## config.mk

```make
export PLATFORM = sky130hd
export DESIGN_NAME = wall_texture_column_stepper_top
export DESIGN_NICKNAME = d
export VERILOG_FILES = /design/src/rtl/wtcs_pkg.sv /design/src/rtl/wall_texture_column_stepper_top.sv
export SDC_FILE = /design/constraint.sdc
export NUM_CORES = 1
export LEC_CHECK = 0
export BUFFER_PORTS_ARGS = -buffer_cell sky130_fd_sc_hd__buf_2
export CELL_PAD_IN_SITES_DETAIL_PLACEMENT = 0
export CELL_PAD_IN_SITES_GLOBAL_PLACEMENT = 2
export CORE_MARGIN = 8
export CORE_UTILIZATION = 42
export DETAILED_ROUTE_END_ITERATION = 10
export PLACE_DENSITY = 0.84
export RECOVER_POWER = 25
export SETUP_SLACK_MARGIN = 0.02
export SLEW_MARGIN = 30
export SYNTH_ARGS = -nofsm -noshare
export SYNTH_HDL_FRONTEND = slang
export SYNTH_SLANG_ARGS = --single-unit
```

## constraint.sdc

```tcl
create_clock -name clk -period 13.54 [get_ports clk]
set_input_delay 2.708 -clock clk [delete_from_list [all_inputs] [get_ports clk]]
set_output_delay 2.708 -clock clk [all_outputs]
set_load 0.005 [all_outputs]
```

## src/rtl/wtcs_pkg.sv

```systemverilog
package wtcs_pkg;

  localparam int SCREEN_HEIGHT = 1024;
  localparam int TEXTURE_COUNT = 4;
  localparam int HALF_SCREEN   = SCREEN_HEIGHT / 2;

  localparam int COL_W   = 11;
  localparam int ROW_W   = 10;
  localparam int TEXC_W  = 12;
  localparam int IDX_W   = 2;
  localparam int FRAC_W  = 16;
  localparam int LH_W    = 16;
  localparam int WIDTH_W = 13;
  localparam int LG_W    = 4;

  localparam int MAX_WIDTH = 4096;
  localparam int MAX_LG    = 12;

  // quotient bits of 2^(16+lg) / slice height
  localparam int DIV_BITS = FRAC_W + MAX_LG + 1;
  localparam int CNT_W    = $clog2(DIV_BITS);
  localparam int POS_W    = 48;
  localparam int BASE_W   = 18;

  localparam int TEX_REGS  = 4;
  localparam int CFG_IDX_W = 4;
  localparam int CFG_DAT_W = 13;

  localparam logic [CFG_IDX_W-1:0] REG_TEX_WIDTH_0       = 4'd0;
  localparam logic [CFG_IDX_W-1:0] REG_TEX_HEIGHT_LOG2_0 = 4'd4;
  localparam logic [CFG_IDX_W-1:0] REG_END               = 4'd8;

  localparam logic MODE_SETUP   = 1'b0;
  localparam logic MODE_ADVANCE = 1'b1;

  typedef struct packed {
    logic              mode;
    logic [COL_W-1:0]  column;
    logic [IDX_W-1:0]  tex_index;
    logic [FRAC_W-1:0] wall_x;
    logic              side;
    logic              dir_x_positive;
    logic              dir_y_negative;
    logic [LH_W-1:0]   slice_height;
    logic [ROW_W-1:0]  row_top;
    logic [ROW_W-1:0]  row_bottom;
  } wtcs_in_t;

  typedef struct packed {
    logic [COL_W-1:0]  out_column;
    logic [ROW_W-1:0]  row;
    logic [TEXC_W-1:0] tex_x;
    logic [TEXC_W-1:0] tex_y;
    logic [IDX_W-1:0]  out_tex_index;
    logic              last;
  } wtcs_out_t;

endpackage

```

## src/rtl/wall_texture_column_stepper_top.sv

```systemverilog
// Texel address generator for one raycast wall column.
// Input channel (in_valid / in_stall / in_data): a set-up beat (mode 0) loads
// a column; each advance beat (mode 1) yields one texel address for the next
// screen row, with last set on the final row. Advance beats with no active
// column yield nothing. A set-up beat never yields a result.
// Result channel (out_valid / out_stall / out_data): one output register.
// Config channel (cfg_valid / cfg_ready / cfg_index / cfg_data): texture
// widths at indexes 0..3, height log2 at 4..7; cfg_ready is always high and
// other indexes are ignored. Write only while the block is idle.
// Timing: an advance result appears the cycle after its beat is taken, and
// advances run one per cycle while the output is not stalled. A set-up beat
// keeps in_stall high while the shared multiplier forms the texel column, a
// restoring divider (one quotient bit per cycle) forms the row step and the
// multiplier forms the start position. A stalled result holds, and in_stall
// stays high while it does.
// Reset (rst_n low, synchronous) clears the column, drops any pending
// result and restores widths to 64 and height log2 to 6.
module wall_texture_column_stepper_top (
  input  logic                                     clk,
  input  logic                                     rst_n,
  input  logic                                     in_valid,
  output logic                                     in_stall,
  input  wtcs_pkg::wtcs_in_t                       in_data,
  output logic                                     out_valid,
  input  logic                                     out_stall,
  output wtcs_pkg::wtcs_out_t                      out_data,
  input  logic                                     cfg_valid,
  output logic                                     cfg_ready,
  input  logic [wtcs_pkg::CFG_IDX_W-1:0]           cfg_index,
  input  logic [wtcs_pkg::CFG_DAT_W-1:0]           cfg_data
);
  import wtcs_pkg::*;

  typedef enum logic [3:0] {
    ST_IDLE = 4'b0001,
    ST_TX   = 4'b0010,
    ST_DIV  = 4'b0100,
    ST_POS  = 4'b1000
  } state_t;

  state_t                    state_r, state_nxt;
  logic                      active_r, active_nxt;
  logic                      out_valid_r, out_valid_nxt;
  logic [WIDTH_W-1:0]        tex_width_r [TEX_REGS];
  logic [LG_W-1:0]           tex_lg_r [TEX_REGS];

  logic [ROW_W-1:0]          cur_row_r, cur_row_nxt;
  logic [ROW_W-1:0]          end_row_r, end_row_nxt;
  logic [TEXC_W-1:0]         held_tex_x_r, held_tex_x_nxt;
  logic [COL_W-1:0]          held_column_r, held_column_nxt;
  logic [IDX_W-1:0]          held_texture_r, held_texture_nxt;
  logic [LG_W-1:0]           held_lg_r, held_lg_nxt;
  logic [TEXC_W-1:0]         held_mask_r, held_mask_nxt;
  logic [DIV_BITS-1:0]       step_r, step_nxt;
  logic [POS_W-1:0]          pos_r, pos_nxt;
  logic [FRAC_W-1:0]         wx_r, wx_nxt;
  logic [WIDTH_W-1:0]        w_r, w_nxt;
  logic                      mirror_r, mirror_nxt;
  logic [LH_W-1:0]           lh_r, lh_nxt;
  logic signed [BASE_W-1:0]  base_r, base_nxt;
  logic [CNT_W-1:0]          cnt_r, cnt_nxt;
  logic [LH_W-1:0]           rem_r, rem_nxt;
  wtcs_out_t                 out_r, out_nxt;

  logic                      in_accept;
  logic [IDX_W-1:0]          idx_c;
  logic [WIDTH_W-1:0]        w_raw, w_c;
  logic [LG_W-1:0]           lg_raw, lg_c;
  logic [LH_W-1:0]           lh_c;
  logic [ROW_W-1:0]          de_c;
  logic signed [BASE_W-1:0]  base_c;

  logic signed [BASE_W-1:0]      mul_a;
  logic signed [DIV_BITS:0]      mul_b;
  logic signed [POS_W-1:0]       prod;
  logic [WIDTH_W-1:0]            tx_mirror;
  logic                          div_bit;
  logic [LH_W:0]                 trial, diff;
  logic                          ge;
  logic                          is_last;

  assign cfg_ready = 1'b1;
  assign in_stall  = (state_r != ST_IDLE) || (out_valid_r && out_stall);
  assign in_accept = in_valid && !in_stall;
  assign out_valid = out_valid_r;
  assign out_data  = out_r;

  // operand clamps for a set-up beat
  always_comb begin
    idx_c  = (3'(in_data.tex_index) >= 3'(TEXTURE_COUNT)) ?
             IDX_W'(TEXTURE_COUNT - 1) : in_data.tex_index;
    w_raw  = tex_width_r[idx_c];
    lg_raw = tex_lg_r[idx_c];
    if (w_raw == '0) begin
      w_c = WIDTH_W'(1);
    end else if (w_raw > WIDTH_W'(MAX_WIDTH)) begin
      w_c = WIDTH_W'(MAX_WIDTH);
    end else begin
      w_c = w_raw;
    end
    lg_c   = (lg_raw > LG_W'(MAX_LG)) ? LG_W'(MAX_LG) : lg_raw;
    lh_c   = (in_data.slice_height == '0) ? LH_W'(1) : in_data.slice_height;
    de_c   = (11'(in_data.row_bottom) > 11'(SCREEN_HEIGHT - 1)) ?
             ROW_W'(SCREEN_HEIGHT - 1) : in_data.row_bottom;
    base_c = $signed(BASE_W'(in_data.row_top)) + $signed(BASE_W'(lh_c[LH_W-1:1]))
             - $signed(BASE_W'(HALF_SCREEN));
  end

  // shared multiplier: texel column first, then start position
  assign mul_a = (state_r == ST_TX) ? $signed(BASE_W'(wx_r)) : base_r;
  assign mul_b = (state_r == ST_TX) ? $signed((DIV_BITS+1)'(w_r))
                                    : $signed({1'b0, step_r});
  assign prod  = mul_a * mul_b;
  assign tx_mirror = w_r - {1'b0, prod[FRAC_W+TEXC_W-1:FRAC_W]} - WIDTH_W'(1);

  // divider step; dividend is a single one bit at position 16 + lg
  assign div_bit = (cnt_r == CNT_W'(FRAC_W) + CNT_W'(held_lg_r));
  assign trial   = {rem_r, div_bit};
  assign ge      = (trial >= {1'b0, lh_r});
  assign diff    = trial - {1'b0, lh_r};

  assign is_last = (cur_row_r == end_row_r);

  always_comb begin
    state_nxt        = state_r;
    active_nxt       = active_r;
    out_valid_nxt    = out_valid_r && out_stall;
    cur_row_nxt      = cur_row_r;
    end_row_nxt      = end_row_r;
    held_tex_x_nxt   = held_tex_x_r;
    held_column_nxt  = held_column_r;
    held_texture_nxt = held_texture_r;
    held_lg_nxt      = held_lg_r;
    held_mask_nxt    = held_mask_r;
    step_nxt         = step_r;
    pos_nxt          = pos_r;
    wx_nxt           = wx_r;
    w_nxt            = w_r;
    mirror_nxt       = mirror_r;
    lh_nxt           = lh_r;
    base_nxt         = base_r;
    cnt_nxt          = cnt_r;
    rem_nxt          = rem_r;
    out_nxt          = out_r;

    case (state_r)
      ST_IDLE: begin
        if (in_accept && in_data.mode == MODE_SETUP) begin
          wx_nxt           = in_data.wall_x;
          w_nxt            = w_c;
          mirror_nxt       = (!in_data.side && in_data.dir_x_positive) ||
                             (in_data.side && in_data.dir_y_negative);
          lh_nxt           = lh_c;
          base_nxt         = base_c;
          held_lg_nxt      = lg_c;
          held_mask_nxt    = TEXC_W'((13'd1 << lg_c) - 13'd1);
          held_column_nxt  = in_data.column;
          held_texture_nxt = idx_c;
          cur_row_nxt      = in_data.row_top;
          end_row_nxt      = de_c;
          active_nxt       = (in_data.row_top <= de_c);
          cnt_nxt          = CNT_W'(DIV_BITS - 1);
          rem_nxt          = '0;
          state_nxt        = ST_TX;
        end else if (in_accept && in_data.mode == MODE_ADVANCE && active_r) begin
          out_nxt.out_column    = held_column_r;
          out_nxt.row           = cur_row_r;
          out_nxt.tex_x         = held_tex_x_r;
          out_nxt.tex_y         = pos_r[FRAC_W+TEXC_W-1:FRAC_W] & held_mask_r;
          out_nxt.out_tex_index = held_texture_r;
          out_nxt.last          = is_last;
          out_valid_nxt         = 1'b1;
          pos_nxt               = pos_r + POS_W'(step_r);
          cur_row_nxt           = cur_row_r + ROW_W'(1);
          if (is_last) begin
            active_nxt = 1'b0;
          end
        end
      end
      ST_TX: begin
        held_tex_x_nxt = mirror_r ? tx_mirror[TEXC_W-1:0]
                                  : prod[FRAC_W+TEXC_W-1:FRAC_W];
        state_nxt      = ST_DIV;
      end
      ST_DIV: begin
        rem_nxt  = ge ? diff[LH_W-1:0] : trial[LH_W-1:0];
        step_nxt = {step_r[DIV_BITS-2:0], ge};
        if (cnt_r == '0) begin
          state_nxt = ST_POS;
        end else begin
          cnt_nxt = cnt_r - CNT_W'(1);
        end
      end
      ST_POS: begin
        pos_nxt   = prod;
        state_nxt = ST_IDLE;
      end
      default: begin
        state_nxt = ST_IDLE;
      end
    endcase
  end

  always_ff @(posedge clk) begin
    if (!rst_n) begin
      state_r     <= ST_IDLE;
      active_r    <= 1'b0;
      out_valid_r <= 1'b0;
      for (int i = 0; i < TEX_REGS; i++) begin
        tex_width_r[i] <= WIDTH_W'(64);
        tex_lg_r[i]    <= LG_W'(6);
      end
    end else begin
      state_r     <= state_nxt;
      active_r    <= active_nxt;
      out_valid_r <= out_valid_nxt;
      if (cfg_valid && cfg_ready) begin
        if (cfg_index < REG_TEX_HEIGHT_LOG2_0) begin
          tex_width_r[2'(cfg_index - REG_TEX_WIDTH_0)] <= cfg_data;
        end else if (cfg_index < REG_END) begin
          tex_lg_r[2'(cfg_index - REG_TEX_HEIGHT_LOG2_0)] <= cfg_data[LG_W-1:0];
        end
      end
    end
  end

  always_ff @(posedge clk) begin
    cur_row_r      <= cur_row_nxt;
    end_row_r      <= end_row_nxt;
    held_tex_x_r   <= held_tex_x_nxt;
    held_column_r  <= held_column_nxt;
    held_texture_r <= held_texture_nxt;
    held_lg_r      <= held_lg_nxt;
    held_mask_r    <= held_mask_nxt;
    step_r         <= step_nxt;
    pos_r          <= pos_nxt;
    wx_r           <= wx_nxt;
    w_r            <= w_nxt;
    mirror_r       <= mirror_nxt;
    lh_r           <= lh_nxt;
    base_r         <= base_nxt;
    cnt_r          <= cnt_nxt;
    rem_r          <= rem_nxt;
    out_r          <= out_nxt;
  end

endmodule
```

==> results of run 1 <==
-- routing by layer --
metal / routed length [um] / vias to the layer above
met2: 34000 / 564
li1: - / 8568
met1: 32500 / 9126
met4: 3020 / 4
met3: 5090 / 122
met5: 27 / -
-- cell usage after synthesis, types with 3 or more instances --
| master | instances | share of area |
|---|---|---|
| a211oi_1 | 11 | 0.0031 |
| a21boi_1 | 6 | 0.0017 |
| a21o_1 | 27 | 0.0076 |
| a21oi_1 | 76 | 0.014 |
| a31oi_1 | 13 | 0.0030 |
| and2_1 | 88 | 0.021 |
| and3_1 | 59 | 0.014 |
| buf_1 | 3 | 0.00042 |
| clkbuf_1 | 92 | 0.013 |
| dfxtp_1 | 6 | 0.0045 |
| edfxtp_1 | 316 | 0.35 |
| fa_1 | 273 | 0.20 |
| ha_1 | 175 | 0.082 |
| inv_1 | 421 | 0.059 |
| mux2i_1 | 23 | 0.0086 |
| mux4_2 | 17 | 0.014 |
| nand2_1 | 303 | 0.043 |
| nand2b_1 | 37 | 0.0087 |
| nand3_1 | 36 | 0.0067 |
| nand3b_1 | 4 | 0.0011 |
| nand4_1 | 7 | 0.0016 |
| nor2_1 | 207 | 0.029 |
| nor2b_1 | 26 | 0.0061 |
| nor3_1 | 22 | 0.0041 |
| nor3b_1 | 5 | 0.0014 |
| nor4_1 | 5 | 0.0012 |
| nor4b_1 | 6 | 0.0020 |
| o2111ai_1 | 3 | 0.00098 |
| o211ai_1 | 6 | 0.0017 |
| o21a_1 | 14 | 0.0039 |
| o21ai_0 | 43 | 0.0080 |
| o21ai_1 | 12 | 0.0022 |
| o21bai_1 | 14 | 0.0039 |
| o22ai_1 | 3 | 0.00070 |
| o31ai_1 | 7 | 0.0020 |
| or2_2 | 11 | 0.0026 |
| or3_1 | 11 | 0.0026 |
| xnor2_1 | 86 | 0.028 |
| xor2_1 | 43 | 0.014 |
-- critical path, delay by kind of cell, from the launching register on --
family	cells	cell delay (ns)
AOI/OAI and AO/OA	11	2.19
xor gates and xnor gates	2	0.82
adders and majority gates	8	3.62
buffers and inverters	3	1.46
DFF	1	0.34
and+or+nand+nor	10	3.04
-- worst max path at each step --
stage                            start                    endpoint  slack [ns]  cells past startpoint
4_1_cts        state_r[3]$_SDFFE_PN0P_  held_tex_x_r[11]$_DFFE_PP_        2.54                     35
3_3_place_gp   state_r[3]$_SDFFE_PN0P_  held_tex_x_r[11]$_DFFE_PP_        2.79                     33
6_report       state_r[3]$_SDFFE_PN0P_  held_tex_x_r[11]$_DFFE_PP_        1.77                     34
5_1_grt        state_r[2]$_SDFFE_PN0P_  held_tex_x_r[11]$_DFFE_PP_        1.13                     35
2_1_floorplan  state_r[3]$_SDFFE_PN0P_  held_tex_x_r[11]$_DFFE_PP_        4.12                     38
3_5_place_dp   state_r[3]$_SDFFE_PN0P_  held_tex_x_r[11]$_DFFE_PP_        2.60                     35
-- cell families (layout without fill, tap and decap cells) --
| family | count (synthesis) | count (layout) | share of synthesized area |
|---|---|---|---|
| AND/OR/NAND/NOR | 837 | 837 | 0.147 |
| buffers and inverters | 523 | 646 | 0.0742 |
| adder cells (fa/ha/maj) | 451 | 451 | 0.287 |
| flip-flops | 322 | 322 | 0.359 |
| AO/OA/AOI/OAI | 265 | 265 | 0.0654 |
| XOR/XNOR | 130 | 130 | 0.0428 |
| multiplexers | 42 | 42 | 0.0238 |
| other | 1 | 1 | 0.000140 |
-- sequential cells by signal, summed over array words and instances, names as in the netlist, 3 cells and up --
| signal | count |
|---|---|
| state_r | 4 |
| held_tex_x_r | 12 |
| held_lg_r | 3 |
| cnt_r | 5 |
| pos_r | 28 |
| step_r | 28 |
| wx_r | 16 |
| cur_row_r | 10 |
| base_r | 17 |
| rem_r | 16 |
| w_r | 13 |
| out_data | 48 |
| tex_lg_r | 16 |
| lh_r | 16 |
| end_row_r | 10 |
| tex_width_r | 52 |
| held_mask_r | 12 |
| held_column_r | 11 |
-- cell type report --
| type | instances | area, um^2 | area share |
|---|---|---|---|
| Clock inverter | 21 | 267 | 0.00902 |
| Sequential cell | 322 | 9610 | 0.325 |
| Tap cell | 846 | 1060 | 0.0358 |
| Timing Repair Buffer | 154 | 768 | 0.0260 |
| Clock buffer | 48 | 1030 | 0.0348 |
| Multi-Input combinational cell | 1726 | 15200 | 0.515 |
| Inverter | 423 | 1590 | 0.0539 |
-- metrics by stage --
step	setup WS, ns	cell area, um^2
2_1_floorplan	4.12	26800
3_3_place_gp	2.79	28300
3_5_place_dp	2.60	28300
4_1_cts	2.54	29600
5_1_grt	1.13	29600
6_report	1.77	29600
==> impl_metrics.yaml, run 1 <==
logic_synthesis:
  yosys_most_used_dff: "edfxtp_1"
  netlist-cell-type-count: 82
  synthesis.area_um2: 26800
  yosysWarnings: 0
  ys_seq_area_frac: 0.359
  ys_ff_latch: 322
  async_flop_share: 0
  synth_edf_count: 316
  synth.avg_cell_area_um2: 10.4
  syn_inst: 2571
  syn-num-nets: 3110
timing:
  tightest_slew_ns: 1.61
  fin_crit_sh: 0.869
  fin_setup_tns_ns: 0
  relSlewSlack: -0.0760
  skew_ns: 0.0160
  hold_slack_ns: 0.416
  rsz0062_at_grt: "no"
  period_needed_ns: 11.77
  hold_violations: 0
  max_freq_mhz: 85.0
  slew_viol_final: 89
  setup_viol: 0
worst_setup_path:
  worst-r2r-cell-count: 34
  r2r_start: "state_r[3]$_SDFFE_PN0P_"
  crit_required_ns: 13.83
  end_kind: "flop"
  cp_slowest_cell: "inv_1"
  start_kind: "flop"
  rr_endpoint: "held_tex_x_r[11]$_DFFE_PP_"
  cp_max_fo: 39
  crit_top_cell: "fa_1"
  rrSetupSlack_ns: 1.77
  cp_data_arrival_time_ns: 12.06
  worstSetupPathType: "flop to flop"
  crit_path_max_incr_delay_ns: 1.37
floorplan:
  die_y_um: 268
  placementRows: 92
  die_w_um: 268
  core_area_um2: 63100
  die_area_um2: 72000
  start_util: 0.424
  ios: 142
grt:
  grt_util_met2: 0.335
  met3_usage: 0.0440
  grt-busiest-layer: "met2"
  grt_start_max_net_pins: 64
  grt_antenna_before_repair: 2
  use_met1: 0.282
  grt_pass1_wl_mm: 115
  grt_pass1_vias: 19700
  grt_overflow: 0
  grt.total_usage: 0.210
clock_network:
  cts_hold_buf: 0
  cts_setup_buffers: 0
  cts_made_buffers: 38
  tritoncts: "yes"
  root_buffer: "clkbuf_16"
  cts_max_path_buffers: 3
  h-tree-depth: 2
  cts.sinks: 322
  worstSkewPairLatency_ns: 0.56
  cts_resized: 0
  clkSlewWorstSetupHoldPaths_ns: 0.06
drt:
  avgViaCountPerCell: 5.19
  drtIter0Drc: 1427
  vias: 18400
  route.detailed.drc: 0
  ant_nets: 0
  avgRoutedWirePerCell_um: 21.1
  firstDrtPassIters: 5
  wl_mm: 74.6
finish:
  final_cell_mix: "inv_1, edfxtp_1, nand2_1"
  drive_gt1_frac: 0.0921
  mostFrequentLayoutCell: "inv_1"
  utilization: 0.469
  nFillCells: 5966
  antenna_cells: 0
  syn_to_final_growth_pct: 10.5
  nets: 3204
  stdcell_count: 3540
job:
  maxCapViolCount: 3
placed_design:
  gp_congestion: 0.918
  dp.cells: 3471
  port_buffers: 140
  dp_hpwl_mm: 58.7
min_path:
  worstHoldStart: "held_tex_x_r[3]$_DFFE_PP_"
  hold_path_end: "out_data[18]$_DFFE_PP_"
  worstHoldPathCells: 0
  hold_class: "flop to flop"
run_status:
  status: "complete, but fails checks"
  violations: "capacitance limit, slew limit"
Power of run 1 is left out: the tool's default activity adds up to more than one toggle a clock period on the data nets, which glitch-free logic cannot reach.
==> run 2, diff against run 1 <==
CORE_UTILIZATION = 45   (was 42)
MAX_ROUTING_LAYER = met4   (was default)
PLACE_DENSITY = 0.89   (was 0.84)
clock period = 14.9 ns   (was 13.54 ns; I/O delays follow)
==> impl_metrics.yaml, run 2 (synthesis results as in run 1) <==
run_status:
  status: "complete, but fails checks"
  violations: "capacitance limit, slew limit"
worst_setup_path:
  cp_max_fo: 39
  rrSetupSlack_ns: 3.12
  cp_data_arrival_time_ns: 12.06
  cp_slowest_cell: "a21oi_1"
  critical_path.top_delay_family: "adder cells"
  r2r_start: "state_r[2]$_SDFFE_PN0P_"
  crit_required_ns: 15.18
  crit_start: "state_r[2]$_SDFFE_PN0P_"
  end_kind: "flop"
  start_kind: "flop"
  crit_top_cell: "fa_1"
  path_buf_inv: 3
  worstSetupPathType: "flop to flop"
  crit_path_max_incr_delay_ns: 1.15
finish:
  final_cell_mix: "inv_1, edfxtp_1, nand2_1"
  mostFrequentLayoutCell: "inv_1"
  largest_reg_flops: 52
  top_register: "tex_width_r"
  nets: 3207
  syn_to_final_growth_pct: 10.0
  nFillCells: 5346
  drive_gt1_frac: 0.0935
min_path:
  hold_class: "flop to flop"
  worstHoldStart: "held_column_r[10]$_DFFE_PP_"
timing:
  tightest_slew_ns: 1.64
  relSlewSlack: -0.0925
  max_freq_mhz: 84.9
  fin_crit_sh: 0.791
  slew_viol_final: 70
  rsz0062_at_grt: "no"
  period_needed_ns: 11.78
  fin_setup_tns_ns: 0
  hold_violations: 0
  skew_ns: 0.0273
  hold_slack_ns: 0.417
  setup_viol: 0
grt:
  grt_pass1_vias: 19600
  grt_start_max_net_pins: 65
  grt.total_usage: 0.225
  grt_pass1_wl_mm: 113
  grt_antenna_before_repair: 4
  grt_overflow: 0
drt:
  ant_nets: 0
  avgRoutedWirePerCell_um: 21.1
  firstDrtPassIters: 5
  wl_mm: 73.2
  avgViaCountPerCell: 5.35
  drtIter0Drc: 1436
  vias: 18600
  route.detailed.drc: 0
floorplan:
  start_util: 0.454
  core_area_um2: 58900
  die_w_um: 260
  ios: 142
  die_area_um2: 67500
  die_y_um: 260
  placementRows: 89
clock_network:
  tritoncts: "yes"
  worstSkewPairLatency_ns: 0.56
  cts_max_path_buffers: 3
  cts_setup_buffers: 0
  cts.sinks: 322
  root_buffer: "clkbuf_16"
  h-tree-depth: 2
  cts_hold_buf: 0
  cts_resized: 0
  cts_made_buffers: 37
  clkSlewWorstSetupHoldPaths_ns: 0.06
job:
  maxCapViolCount: 2
placed_design:
  gp_congestion: 0.965
  port_buffers: 140
  dp_hpwl_mm: 57.5
[run 2: stage by stage]
step           worst slack (ns)  cells   util  cell area, um^2
3_3_place_gp               4.18   3401  0.478            28200
6_report                   3.12   3473  0.500            29400
4_1_cts                    3.95   3469  0.500            29400
2_1_floorplan              5.48   2571      -            26800
5_1_grt                    2.43   3473  0.500            29400
3_5_place_dp               3.99   3402  0.479            28200
[run 2: cell type report]
type | count | area [um^2] | area share
clock buffers | 45 | 977 | 0.0332
flip-flops and latches | 322 | 9610 | 0.326
multi-input cells | 1726 | 15200 | 0.517
repair buffers | 158 | 800 | 0.0272
diodes | 4 | 10.0 | 0.000340
well taps | 773 | 967 | 0.0329
inverters | 423 | 1590 | 0.0541
clock inverters | 22 | 264 | 0.00897
[run 2: worst reg2reg max path: cells and delay by family (launching register included)]
kind                       cells  cell delay [ns]
AOI/OAI and AO/OA             12             3.32
xor gates and xnor gates       2             0.74
adders and majority gates      8             3.63
buffers and inverters          3             1.18
DFF                            1             0.40
and+or+nand+nor                8             2.22
[run 2: layer usage]
metal  GRT usage  part of all wire  vias up
met5           -                 0        -
met4      0.0853             0.041        0
met3      0.0409             0.060      113
met2       0.346              0.46      600
met1       0.295              0.44     9259
li1            -                 -     8597
[run 2: final timing paths]
check	end	depth (start not counted)
setup / recovery	held_tex_x_r[11]$_DFFE_PP_	33
hold / removal	out_data[47]$_DFFE_PP_	0
setup reg to reg	held_tex_x_r[11]$_DFFE_PP_	33
hold reg to reg	out_data[47]$_DFFE_PP_	0
Power of run 2 is left out for the same reason.
